## config.mk

```make
export PLATFORM = sky130hd
export DESIGN_NAME = cpu_memory_map_decoder
export DESIGN_NICKNAME = d
export VERILOG_FILES = /design/src/sv/cmmd_pkg.sv /design/src/sv/cmmd_decode.sv /design/src/sv/cpu_memory_map_decoder.sv
export SDC_FILE = /design/constraint.sdc
export NUM_CORES = 1
export LEC_CHECK = 0
export ABC_AREA = 1
export BUFFER_PORTS_ARGS = -buffer_cell sky130_fd_sc_hd__buf_2
export CAP_MARGIN = 20
export CORE_UTILIZATION = 55
export CTS_CLUSTER_DIAMETER = 200
export DETAILED_ROUTE_END_ITERATION = 10
export PLACE_DENSITY = 0.79
export SYNTH_ARGS = -nofsm -noshare
export SYNTH_HDL_FRONTEND = slang
export SYNTH_SLANG_ARGS = --single-unit
```

## constraint.sdc

```tcl
create_clock -name clk -period 5.3 [get_ports clk]
set_input_delay 0.265 -clock clk [delete_from_list [all_inputs] [get_ports clk]]
set_output_delay 0.265 -clock clk [all_outputs]
set_load 0.05 [all_outputs]
```

## src/sv/cmmd_pkg.sv

```systemverilog
// Shared types and codes for the CPU memory map decoder.
// No dependencies; imported by cmmd_decode and cpu_memory_map_decoder.
`default_nettype none

package cmmd_pkg;

	// Bus access kinds
	localparam logic [1:0] OP_FETCH   = 2'd0;
	localparam logic [1:0] OP_OPERAND = 2'd1;
	localparam logic [1:0] OP_READ    = 2'd2;
	localparam logic [1:0] OP_WRITE   = 2'd3;

	// Routing targets
	localparam logic [2:0] TGT_RAM = 3'd0;
	localparam logic [2:0] TGT_ROM = 3'd1;
	localparam logic [2:0] TGT_REG = 3'd2;
	localparam logic [2:0] TGT_PFD = 3'd3;
	localparam logic [2:0] TGT_PFC = 3'd4;
	localparam logic [2:0] TGT_IGN = 3'd5;

	// Pages and offsets of the upper map
	localparam logic [7:0] PAGE_FC     = 8'hFC;
	localparam logic [7:0] PAGE_FD     = 8'hFD;
	localparam logic [7:0] PAGE_ROM    = 8'hFE;
	localparam logic [7:0] PAGE_TOP    = 8'hFF;
	localparam logic [7:0] OFF_RAM     = 8'hF8;
	localparam logic [7:0] OFF_MAPREG  = 8'hF9;
	localparam logic [7:0] OFF_VECTORS = 8'hFA;

	localparam logic [16:0] SEQ_NONE = 17'h1FFFF;
	localparam logic [2:0]  COST_SLOW = 3'd5;
	localparam logic [2:0]  COST_FAST = 3'd4;
	localparam logic [3:0]  REG_READ_HIGH = 4'hF;

	// Map-control bit positions
	localparam int MAP_SEQ_OFF = 4;
	localparam int MAP_VEC_OFF = 3;
	localparam int MAP_KER_OFF = 2;
	localparam int MAP_FD_OFF  = 1;
	localparam int MAP_FC_OFF  = 0;

	typedef struct packed {
		logic [1:0]  opcode;
		logic [15:0] access_address;
		logic [7:0]  write_data;
	} access_t;

	typedef struct packed {
		logic [2:0]  target;
		logic [15:0] memory_address;
		logic        write_enable;
		logic [7:0]  register_read_data;
		logic [2:0]  cycle_cost;
		logic        fetch_fault;
	} result_t;

	// State update produced by one decoded access
	typedef struct packed {
		logic        seq_load;
		logic [16:0] seq_next;
		logic        map_load;
		logic [4:0]  map_next;
	} state_upd_t;

endpackage

`default_nettype wire

```

## src/sv/cmmd_decode.sv

```systemverilog
// Combinational decode of one bus access against the current map state.
// Depends on cmmd_pkg.
`default_nettype none

module cmmd_decode (
	input  var cmmd_pkg::access_t    acc,
	input  wire [4:0]                mapping_bits,
	input  wire [16:0]               next_seq_addr,
	output cmmd_pkg::result_t        res,
	output cmmd_pkg::state_upd_t     upd
);
	import cmmd_pkg::*;

	logic [7:0] page;
	logic [7:0] off;
	logic       wr;
	logic       fetch;
	logic       periph;
	logic       ram_here;

	assign page  = acc.access_address[15:8];
	assign off   = acc.access_address[7:0];
	assign wr    = (acc.opcode == OP_WRITE);
	assign fetch = (acc.opcode == OP_FETCH) || (acc.opcode == OP_OPERAND);
	assign periph = (page == PAGE_FD && !mapping_bits[MAP_FD_OFF]) ||
		(page == PAGE_FC && !mapping_bits[MAP_FC_OFF]);

	// RAM shows through the top page where the overlay is switched off
	always_comb begin
		priority if (off >= OFF_VECTORS) begin
			ram_here = mapping_bits[MAP_VEC_OFF];
		end else if (off < OFF_RAM) begin
			ram_here = mapping_bits[MAP_KER_OFF];
		end else begin
			ram_here = (off == OFF_RAM);
		end
	end

	// Routing
	always_comb begin
		res = '0;
		res.target = TGT_RAM;
		res.memory_address = acc.access_address;
		priority if (periph) begin
			res.target = (page == PAGE_FD) ? TGT_PFD : TGT_PFC;
			res.fetch_fault = fetch;
			res.write_enable = wr;
		end else if (page == PAGE_ROM && !mapping_bits[MAP_KER_OFF]) begin
			if (wr) begin
				res.target = TGT_IGN;
				res.memory_address = '0;
			end else begin
				res.target = TGT_ROM;
				res.memory_address = {7'd0, acc.access_address[8:0]};
			end
		end else if (page == PAGE_TOP) begin
			priority if (off == OFF_MAPREG) begin
				res.target = TGT_REG;
				res.memory_address = '0;
				res.write_enable = wr;
				if (!wr) begin
					res.register_read_data = {REG_READ_HIGH, mapping_bits[3:0]};
				end
			end else if (ram_here) begin
				res.write_enable = wr;
			end else if (wr) begin
				res.target = TGT_IGN;
				res.memory_address = '0;
			end else begin
				res.target = TGT_ROM;
				res.memory_address = {8'd1, off};
			end
		end else begin
			res.write_enable = wr;
		end

		// Cost only on memory pages; peripherals time themselves
		if (!periph) begin
			if ({1'b0, acc.access_address} == next_seq_addr) begin
				res.cycle_cost = mapping_bits[MAP_SEQ_OFF] ? COST_SLOW : COST_FAST;
			end else begin
				res.cycle_cost = COST_SLOW;
			end
		end
	end

	// State update: sequential tracking and map register write
	always_comb begin
		upd.seq_load = !periph;
		upd.seq_next = wr ? SEQ_NONE : ({1'b0, acc.access_address} + 17'd1);
		upd.map_load = !periph && wr && (page == PAGE_TOP) && (off == OFF_MAPREG);
		upd.map_next = {acc.write_data[7], acc.write_data[3:0]};
	end

endmodule

`default_nettype wire

```

## src/sv/cpu_memory_map_decoder.sv

```systemverilog
// Top level of the CPU memory map decoder: stream ports, input and result registers.
// Depends on cmmd_pkg and cmmd_decode.
`default_nettype none

// Decodes one CPU bus access per beat into a target (RAM, ROM, map register,
// peripheral page FD or FC, or ignored), a memory address, a write enable, the
// map-register readback, the bus cycle cost and a fetch fault flag. The block
// takes one beat per clock unless the result side stalls; the beat is captured
// in an input register, decoded against the map-control bits and the tracked
// next sequential address, and the result lands in an output register. The
// state update happens as a beat leaves the input register, so the next beat
// already sees it. Back-pressure on the result side stalls both stages.
module cpu_memory_map_decoder (
	input  wire         clk,
	input  wire         arst_n,
	input  wire         s_tvalid,
	output logic        s_tready,
	input  wire  [23:0] s_tdata,   // [15:0] access_address, [23:16] write_data
	input  wire  [1:0]  s_tuser,   // [1:0] opcode
	output logic        m_tvalid,
	input  wire         m_tready,
	// [15:0] memory_address, [16] write_enable, [24:17] register_read_data,
	// [27:25] cycle_cost, [28] fetch_fault, [31:29] zero
	output logic [31:0] m_tdata,
	output logic [2:0]  m_tuser    // [2:0] target
);
	import cmmd_pkg::*;

	logic        valid_s1;
	access_t     acc_s1;
	logic        valid_s2;
	result_t     res_s2;
	logic [4:0]  mapping_q;
	logic [16:0] next_seq_q;
	logic        adv;
	result_t     res;
	state_upd_t  upd;

	// Stage 1 moves on when the result register is free or being drained
	assign adv      = !valid_s2 || m_tready;
	assign s_tready = !valid_s1 || adv;

	cmmd_decode u_decode (
		.acc           (acc_s1),
		.mapping_bits  (mapping_q),
		.next_seq_addr (next_seq_q),
		.res           (res),
		.upd           (upd)
	);

	// Control and map state
	always_ff @(posedge clk or negedge arst_n) begin
		if (!arst_n) begin
			valid_s1   <= 1'b0;
			valid_s2   <= 1'b0;
			mapping_q  <= '0;
			next_seq_q <= SEQ_NONE;
		end else begin
			if (s_tready) begin
				valid_s1 <= s_tvalid;
			end
			if (adv) begin
				valid_s2 <= valid_s1;
				if (valid_s1) begin
					if (upd.seq_load) begin
						next_seq_q <= upd.seq_next;
					end
					if (upd.map_load) begin
						mapping_q <= upd.map_next;
					end
				end
			end
		end
	end

	// Payload registers
	always_ff @(posedge clk) begin
		if (s_tready && s_tvalid) begin
			acc_s1.opcode         <= s_tuser;
			acc_s1.access_address <= s_tdata[15:0];
			acc_s1.write_data     <= s_tdata[23:16];
		end
		if (adv && valid_s1) begin
			res_s2 <= res;
		end
	end

	assign m_tvalid = valid_s2;
	assign m_tuser  = res_s2.target;
	assign m_tdata  = {3'd0, res_s2.fetch_fault, res_s2.cycle_cost,
		res_s2.register_read_data, res_s2.write_enable, res_s2.memory_address};

endmodule

`default_nettype wire
```

# ---- After elaboration in Yosys (flattened, before gate mapping)
# Cells that the tools add are included.
dict set report totals {
  wordCells 76
  out_inout_bits 37
  in_bits 30
  reg_bits 82
}
dict set report classes {
  magnitude_cmp 2
  reduce_logical 24
  eq_ne 9
  add_sub_neg 1
  muxes 21
  bitwise 4
}
# op count
set ops {}
lappend ops {{19-bit two-way mux} 5}
lappend ops {{8-bit == test, second input constant} 6}
lappend ops {{8-bit two-way mux} 3}
lappend ops {{20-bit two-way mux} 1}
lappend ops {{16-bit by 1-bit adder with 17-bit output, second input constant} 1}
lappend ops {{16-bit by 17-bit == test with 1-bit output} 1}
lappend ops {{17-bit two-way mux} 1}
lappend ops {{16-bit two-way mux} 1}
lappend ops {{3-bit two-way mux} 3}
lappend ops {{9-bit two-way mux} 1}
lappend ops {{8-bit >= comparator, second input constant} 1}
lappend ops {{1-bit logical AND} 8}
lappend ops {{8-bit less-than comparator, second input constant} 1}
lappend ops {{1-bit zero test} 6}
lappend ops {{1-bit two-way mux} 6}
lappend ops {{3-bit AND reduction} 2}
lappend ops {{5-bit OR reduction} 1}
lappend ops {{1-bit logical OR} 4}
lappend ops {{1-bit NOT} 4}
lappend ops {{4-bit OR reduction} 1}
lappend ops {{2-bit by 1-bit == test with 1-bit output, second input constant} 1}
lappend ops {{2-bit == test, second input constant} 1}
lappend ops {{2-bit zero test} 1}
lappend ops {{2-bit OR reduction} 1}

# ---- Longest topological paths before layout
# Gate-level depths: netlist of run 1.
dict set report depth {
  word_depth 8
  ltp_mapped 11
  depth_no_buf 11
}

# ---- Cells and area by module
# A second synthesis of run 1 with hierarchy kept.
dict set report hier_totals {
  hier_cells 403
  area_unflattened_um2 4012.6
}
# module area_each_um2 n_inst seq_area_each_um2 cells_per_inst
set by_module_without_submodules {}
lappend by_module_without_submodules {cpu_memory_map_decoder 2815.2 1 2363.5 171}
lappend by_module_without_submodules {cmmd_decode 1197.4 1 0.0 232}

# ---- Least setup slack after synthesis of run 1
# No wires, ideal clock.
dict set report synth_timing {
  kind {reg2reg}
  from {reg valid_s2, in the netlist m_tvalid}
  to {reg next_seq_q[16]}
  stages_incl_launch_ff 9
  arrival_time_ps 2915
  required_ps 5239
  synth_period_minus_slack_ps 2975
  setup_slack_ps 2325
  n_path_buf 1
  setup_time_ps 61
  path_cell_list {dfrtp_1 -> inv_1 -> nor2_1 -> nor2_1 -> inv_1 -> nor2_4 -> buf_2 -> o21ai_0 -> nand2_1}
}
dict set report synth_between {
  elab_chain_cells 3
}
# item line
set synth_rtl {}
lappend synth_rtl {{start: declaration} cpu_memory_map_decoder.sv:31} ;# logic valid_s2;
lappend synth_rtl {{start signal: assignment} cpu_memory_map_decoder.sv:63} ;# valid_s2 <= valid_s1;
lappend synth_rtl {{1-bit zero test} cpu_memory_map_decoder.sv:40} ;# assign adv = !valid_s2 || m_tready;
lappend synth_rtl {{1-bit logical OR} cpu_memory_map_decoder.sv:40}
lappend synth_rtl {{3-bit AND reduction (no line)} --}
lappend synth_rtl {{end signal: assignment} cpu_memory_map_decoder.sv:66} ;# next_seq_q <= upd.seq_next;
lappend synth_rtl {{end: declaration} cpu_memory_map_decoder.sv:34} ;# logic [16:0] next_seq_q;
# Every way passes these cells.
# A chain may end at the register's enable or synchronous reset.

# ---- Final worst setup path of run 1
dict set report layout_timing {
  from {reg valid_s2, in the netlist m_tvalid}
  to {reg next_seq_q[1]}
}
# Same word-level chain as after synthesis.

==> reports/results.txt, run 1 <==
run status: finished clean
Setup violations, final: 0
primary flip-flop cell chosen by synthesis mapping: edfxtp_1
number of vias in the routed layout: 2614
final instance area: 4100 um^2
total number of H-tree levels: 3
die height: 82.1 um
clk root buf: clkbuf_8
number of resized instances in the post-cts repair step: 0
CP Launch Type: flip-flop
highest net fanout along the worst path: 29
leakage power summed over all cells: 1.86 nW
routed vias/inst: 5.25
chain of cells forming the critical path: inv_1, nor2_1, nor2_2, buf_4, inv_1, nor2_4, inv_4, nand2_1, nand2_1
final worst path period share: 38.1%
Max Cap Violations: 0
Least-Margin Pin Slew: 0.936 ns
Post-synth EDFFs: 51
DIE AREA: 6740 um^2
count of pins over their slew limit: 0
sequential-to-total area share from yosys stat: 61.0%
top-count cell post-synth: nand2_1
Crit path required time: 5.59 ns
final hold violation count: 0
antenna-violating nets left: 0
area share of the largest cell type after synthesis: 43.4%
share of synthesized flip-flops with an asynchronous set or reset: 32.0%
layout overhead on the synthesized area: 16.1%
via count of the first global-routing pass: 2387
Routability Congestion: 0.856
leading cell types by total area after synthesis: edfxtp_1 43%, dfstp_2 13%, nand2_1 9.6%
combinational fraction of design power: 18.1%
power per cell area: 377 nW/um^2
Max Freq: 0.495 GHz
antenna violations before repair: 0
power share of the sequential group: 50.1%
clk sink count: 75
number of buffer cells added on primary ports: 59
critical hold path startpoint: s_tdata[19]
terminus of the critical flop-to-flop path: next_seq_q[1]$_DFFE_PN1P_
Hold Crit Class: in -> reg
largest vdd supply drop: 247 uV
Synth cell types: 31
HPWL reported at the end of detailed placement: 4.87 mm
Post-Place Cell Area: 3860 um^2
switching share of power: 29.8%
average wire per cell in the routed design: 13.9 um
top cells by count, synth: 90 x nand2_1, 51 x edfxtp_1, 38 x nor2_1
crit path max-delay cell type: nor2_4
maximum buffer depth of the clock tree: 2
critical path type: reg -> reg
CTS tree: yes
overall power of the completed layout: 0.00155 W
Tmin final: 2.02 ns
crit-path max cell delay: 0.44 ns
Slew headroom: 37.5%
number of stages on the worst hold path: 1
fraction of final layout cells with drive strength greater than 1: 27.9%
Mean Syn Cell Area: 9.97 um^2
number of cells on the worst reg-to-reg path: 9
setup repair after global routing missed its margin: false
Inserted Clock Buffers: 9
Overflow after GRT: 0
R2R Setup Slk: 3.28 ns
pin count of the biggest net entering global routing: 30
WP data arrival: 2.31 ns
cells after synthesis: 354
chip width: 82.1 um
Clk Latency, worst-skew pair: 0.36 ns
Total Wirelength: 6.90 mm
cell type contributing the most total cell area after synthesis: edfxtp_1
ANT cells: 0
Overall Global Routing Usage: 22.7%
site row count: 28
Clk pwr share: 31.8%
number of DRC markers in iteration 0: 185
Worst Hold End: acc_s1[3]$_DFFE_PP_
clock transition at the registers of the reported paths: 0.08 ns
Total Neg Setup Slack: 0 ns
cell area after technology mapping: 3530 um^2
launch instance of the worst register-to-register path: m_tvalid$_DFFE_PN0P_
final setup skew: 0.00940 ns
number of synthesized register bits: 75
internal power contribution: 0.00108 W
net switching power: 0.000461 W
layout net count: 451
Core Region: 6060 um^2
total iterations of the first detailed-routing run: 5
synthesis warning total: 0
Worst setup EP type: flip-flop
IO Pins: 67
remaining routing DRC violations: 0
wire length of the first global-routing pass: 10.9 mm
initial core utilization: 58.2%
-- cells in the final DEF, fill, tap and decap left out, types with 3 or more instances in the layout --
cell      Yosys  final
nand2_1      90     90
xor2_1       13     13
clkbuf_8      0     10
nand4_1       7      7
inv_1        31     31
ha_1          3      3
nor2_1       38     37
a21oi_1       3      3
dfrtp_1       7      7
o21ai_0      19     19
buf_2         1     59
edfxtp_1     51     51
nand3_1      28     28
nand2_2       7      7
nor3_1        4      4
inv_2         3      3
conb_1        1      4
nor2_4        4      4
xnor2_1       4      4
nor2_2        4      5
dfstp_2      17     17
-- how the worst max path moves through the flow --
stage	start	endpoint	slack (ns)
finish	m_tvalid$_DFFE_PN0P_	next_seq_q[1]$_DFFE_PN1P_	3.28
floorplan	m_tvalid$_DFFE_PN0P_	next_seq_q[16]$_DFFE_PN1P_	2.32
global route	m_tvalid$_DFFE_PN0P_	next_seq_q[1]$_DFFE_PN1P_	3.14
global placement	m_tvalid$_DFFE_PN0P_	next_seq_q[10]$_DFFE_PN1P_	3.42
detailed placement	m_tvalid$_DFFE_PN0P_	next_seq_q[10]$_DFFE_PN1P_	3.34
CTS	m_tvalid$_DFFE_PN0P_	next_seq_q[1]$_DFFE_PN1P_	3.30
-- flip-flops by register name (all words and copies together) (netlist names) --
register / flops
m_tdata: 25
acc_s1: 23
next_seq_q: 17
mapping_q: 5
m_tuser: 3
m_tvalid: 1
valid_s1: 1
-- worst max-delay path, delay by kind of cell (launching register included) --
kind	cells	cell delay, ns
buffers and inverters	4	0.80
flip-flops	1	0.38
AND/OR/NAND/NOR	5	0.75
-- power groups by stage --
stage | combinational [W] | clock [W] | sequential (W)
6_report | 0.000279 | 0.000491 | 0.000775
5_1_grt | 0.000305 | 0.000520 | 0.000783
4_1_cts | 0.000280 | 0.000495 | 0.000774
3_5_place_dp | 0.000277 | 0 | 0.000785
3_3_place_gp | 0.000271 | 0 | 0.000782
2_1_floorplan | 0.000149 | 0 | 0.000847
-- layer usage --
metal | routed length, um | global-route usage, % | vias up
li1 | - | - | 1279
met1 | 2910 | 27.4 | 1221
met2 | 3380 | 38.0 | 100
met3 | 477 | 5.49 | 14
met4 | 140 | 11.1 | 0
met5 | 0 | 0 | -
-- area by class of cell --
type                    instances  area, um^2
well taps                      75        93.8
clock inverters                 6        88.8
fillers                       462        1960
multi-input cells             235        1170
repair buffers                 61         313
flip-flops and latches         75        2150
clock buffers                  10         138
inverters                      36         138
-- per-stage QoR --
| stage | cells | setup WS [ns] | hold WS, ns | util, % |
|---|---|---|---|---|
| final | 498 | 3.28 | 0.0762 | 67.6 |
| after global routing | 498 | 3.14 | 0.0641 | 67.6 |
| after CTS | 498 | 3.30 | 0.0697 | 67.6 |
| after detailed placement | 481 | 3.34 | 0.282 | 63.7 |
| after global placement | 481 | 3.42 | 0.274 | 63.7 |
| after floorplan | 357 | 2.32 | -0.0306 | - |
-- logic make-up (layout without fill, tap and decap cells) --
logic type / after synthesis / count (layout) / synth area share [%]
simple gates: 187 / 187 / 24.0
fa+ha+maj: 3 / 3 / 1.06
flops: 75 / 75 / 61.0
xor+xnor: 17 / 17 / 4.22
compound gates: 24 / 24 / 3.51
other cells: 1 / 4 / 0.106
buf+inv: 47 / 113 / 6.10
-- repair_timing --
item / in CTS / in global routing
hold buffers: 1 / 0
endpoints found under the hold margin: 7 / 0
setup buffers: 0 / 0
No activity file was read; power rests on OpenSTA's default activity.
==> run 2: changes to the inputs <==
- ABC_AREA: 1 -> 0
- clock period: 5.3 -> 1.9 ns (I/O delays scaled with it)
==> reports/results.txt, run 2 <==
Clk Latency, worst-skew pair: 0.36 ns (about the same)
total iterations of the first detailed-routing run: 8 (was 5)
fraction of final layout cells with drive strength greater than 1: 40.7% (was 27.9%)
combinational fraction of design power: 19.5% (was 18.1%)
violated checks: design-rule violations, negative setup slack
area share of the largest cell type after synthesis: 41.6% (was 43.4%)
total area of multi-input combinational cells: 1470 um^2 (was 1170 um^2)
Max Freq: 0.522 GHz (was 0.495 GHz)
count of fill cells added during filler insertion: 402 (was 462)
number of buffer cells added on primary ports: 59 (unchanged)
IO Pins: 67 (unchanged)
clock transition at the registers of the reported paths: 0.07 ns (was 0.08 ns)
Routability Congestion: 0.893 (was 0.856)
die height: 83.8 um (was 82.1 um)
Worst setup EP type: flip-flop (unchanged)
count of pins over their slew limit: 0 (unchanged)
synthesis warning total: 0 (unchanged)
Total Wirelength: 8.20 mm (was 6.90 mm)
Synth cell types: 51 (was 31)
Tmin final: 1.92 ns (was 2.02 ns)
antenna-violating nets left: 0 (unchanged)
number of DRC markers in iteration 0: 227 (was 185)
number of vias in the routed layout: 2822 (was 2614)
primary flip-flop cell chosen by synthesis mapping: edfxtp_1 (unchanged)
chain of cells forming the critical path: buf_4, or3_4, a2111oi_4, o2111ai_2, and3_1 (was inv_1, nor2_1, nor2_2, buf_4, inv_1, nor2_4, inv_4, nand2_1, nand2_1)
Overall Global Routing Usage: 24.9% (was 22.7%)
max reg flops: 25 (unchanged)
final setup skew: 0.0111 ns (was 0.00940 ns)
Overflow after GRT: 0 (unchanged)
setup repair after global routing missed its margin: true (was false)
Crit path required time: 2.01 ns (was 5.59 ns)
layout overhead on the synthesized area: 31.2% (was 16.1%)
Core Region: 6420 um^2 (was 6060 um^2)
fin worst setup slack: -0.0173 ns (was 3.28 ns)
Post-Place Cells: 450 (was 481)
worst slack, placed: -0.110 ns (was 3.34 ns)
Hold Crit Class: in -> reg (unchanged)
Max Cap Violations: 0 (unchanged)
power share of the sequential group: 51.2% (was 50.1%)
routed vias/inst: 5.74 (was 5.25)
share of synthesized flip-flops with an asynchronous set or reset: 32.0% (unchanged)
CTS tree: yes (unchanged)
most frequent standard cell in the layout excluding fill and tap cells: buf_2 (was nand2_1)
Inserted Clock Buffers: 9 (unchanged)
via count of the first global-routing pass: 2697 (was 2387)
WP data arrival: 2.02 ns (was 2.31 ns)
HPWL reported at the end of detailed placement: 5.57 mm (was 4.87 mm)
Clk pwr share: 29.3% (was 31.8%)
average wire per cell in the routed design: 16.7 um (was 13.9 um)
cell area after technology mapping: 3680 um^2 (was 3530 um^2)
largest vdd supply drop: 487 uV (was 247 uV)
commonest non-fill, non-tap cells in the layout: 59 x buf_2, 51 x edfxtp_1, 43 x buf_4 (was 90 x nand2_1, 59 x buf_2, 51 x edfxtp_1)
DIE AREA: 7030 um^2 (was 6740 um^2)
combined flip-flop and latch cell area: 2150 um^2 (unchanged)
CP Launch Type: flip-flop (unchanged)
run status: finished with violations (was finished clean)
layout net count: 443 (was 451)
leading cell types by total area after synthesis: edfxtp_1 42%, dfstp_2 12%, xnor2_1 6.2% (was edfxtp_1 43%, dfstp_2 13%, nand2_1 9.6%)
worst hold slack: 0.0609 ns (was 0.0762 ns)
Setup violations, final: 1 (was 0)
Mean Syn Cell Area: 12.7 um^2 (was 9.97 um^2)
net switching power: 0.00112 W (was 0.000461 W)
final worst path period share: 101% (was 38.1%)
site row count: 29 (was 28)
internal power contribution: 0.00286 W (was 0.00108 W)
critical path type: reg -> reg (unchanged)
remaining routing DRC violations: 8 (was 0)
cells after synthesis: 290 (was 354)
leakage power summed over all cells: 1.88 nW (was 1.86 nW)
clk root buf: clkbuf_8 (unchanged)
Post-synth EDFFs: 51 (unchanged)
Least-Margin Pin Slew: 0.655 ns (was 0.936 ns)
number of synthesized register bits: 75 (unchanged)
crit-path max cell delay: 0.42 ns (was 0.44 ns)
cell type contributing the most total cell area after synthesis: edfxtp_1 (unchanged)
maximum buffer depth of the clock tree: 2 (unchanged)
total number of H-tree levels: 3 (unchanged)
final hold violation count: 0 (unchanged)
wire length of the first global-routing pass: 13.0 mm (was 10.9 mm)
Slew headroom: 56.1% (was 37.5%)
chip width: 83.8 um (was 82.1 um)
non-filler instance count after layout: 492 (was 498)
top-count cell post-synth: edfxtp_1 (was nand2_1)
initial core utilization: 57.3% (was 58.2%)
switching share of power: 28.1% (was 29.8%)
power per cell area: 825 nW/um^2 (was 377 nW/um^2)
overall power of the completed layout: 0.00398 W (was 0.00155 W)
clk sink count: 75 (unchanged)
highest net fanout along the worst path: 3 (was 29)
top cells by count, synth: 51 x edfxtp_1, 26 x xnor2_1, 17 x dfstp_2 (was 90 x nand2_1, 51 x edfxtp_1, 38 x nor2_1)
crit path max-delay cell type: edfxtp_1 (was nor2_4)
sequential-to-total area share from yosys stat: 58.5% (was 61.0%)
pin count of the biggest net entering global routing: 29 (was 30)
ANT cells: 0 (unchanged)
antenna violations before repair: 0 (unchanged)
## run 2: cell types whose count changed after synthesis, sizes merged, moves of 8 or more
cell / delta
mux2: +12
o31ai: +8
nor4: +8
and2: +8
nor2: -36
nand2: -83
o21ai: -8
xor2: -11
a2bb2oi: +9
inv: -27
buf: +9
o211ai: +8
xnor2: +22
nand3: -17
## run 2: per-layer routing
metal / vias to the layer above / GRT usage (%) / share of wire (%)
li1: 1322 / - / -
met2: 131 / 39.6 / 48
met5: - / 0 / 0
met3: 17 / 4.06 / 6.0
met1: 1352 / 32.9 / 43
met4: 0 / 13.5 / 2.7
## run 2: power groups by stage
| stage | sequential (W) | clock (W) | combinational [W] |
|---|---|---|---|
| floorplan | 0.00220 | 0 | 0.000386 |
| global placement | 0.00206 | 0 | 0.000701 |
| detailed placement | 0.00207 | 0 | 0.000717 |
| CTS | 0.00204 | 0.00117 | 0.000763 |
| global route | 0.00206 | 0.00124 | 0.000827 |
| finish | 0.00204 | 0.00117 | 0.000776 |
## run 2: timing repair
item	4_1_cts	5_1_grt
pin swaps	1	1
endpoints found under the hold margin	31	0
setup endpoints to repair	17	25
resized for setup	5	9
hold buffers	25	0
buffers inserted	1	0
## run 2: final cells by class
cell class / count / area share (%)
inverter: 8 / 0.622
multi-input combinational: 187 / 30.4
clock inverter: 6 / 1.17
tap: 77 / 1.99
clock buffer: 10 / 2.64
timing repair buffer: 129 / 18.6
sequential: 75 / 44.6
## run 2: per-stage QoR
stage               utilization (%)  setup TNS, ns  instance area, um^2
floorplan                         -         -0.632                 3760
global placement               67.4        -0.0587                 4330
detailed placement             67.4          -1.09                 4330
CTS                            74.5        -0.0343                 4780
global route                   75.2         -0.976                 4830
finish                         75.2        -0.0173                 4830
## run 2: cells by family (layout without fill, tap and decap cells)
family                   after synthesis  in the layout  share of synthesized area [%]
AO/OA/AOI/OAI                         51             51                           10.1
XOR/XNOR                              28             28                           6.66
adder cells (fa/ha/maj)                3              3                           1.02
buffers and inverters                 31            153                           5.06
flip-flops                            75             75                           58.5
multiplexers                          12             12                           3.77
other                                  1              4                          0.102
AND/OR/NAND/NOR                       89             89                           14.8
## run 2: final timing paths
| kind | startpoint | to | slack, ns | depth (start not counted) |
|---|---|---|---|---|
| worst max-delay path | acc_s1[9]$_DFFE_PP_ | m_tdata[16]$_DFFE_PP_ | -0.02 | 5 |
| worst min-delay path | m_tready | m_tvalid$_DFFE_PN0P_ | 0.06 | 3 |
| worst max register to register | acc_s1[9]$_DFFE_PP_ | m_tdata[16]$_DFFE_PP_ | -0.02 | 5 |
| worst min register to register | acc_s1[1]$_DFFE_PP_ | mapping_q[1]$_DFFE_PN0P_ | 0.49 | 1 |
| max in group asynchronous | arst_n | next_seq_q[11]$_DFFE_PN1P_ | 1.24 | 2 |
| min in group asynchronous | arst_n | mapping_q[0]$_DFFE_PN0P_ | 0.26 | 2 |
## run 2: critical path, delay by kind of cell (launching register included)
kind	cells	cell delay [ns]
AOI/OAI and AO/OA	2	0.53
and+or+nand+nor	2	0.57
DFF	1	0.42
buffers and inverters	1	0.16
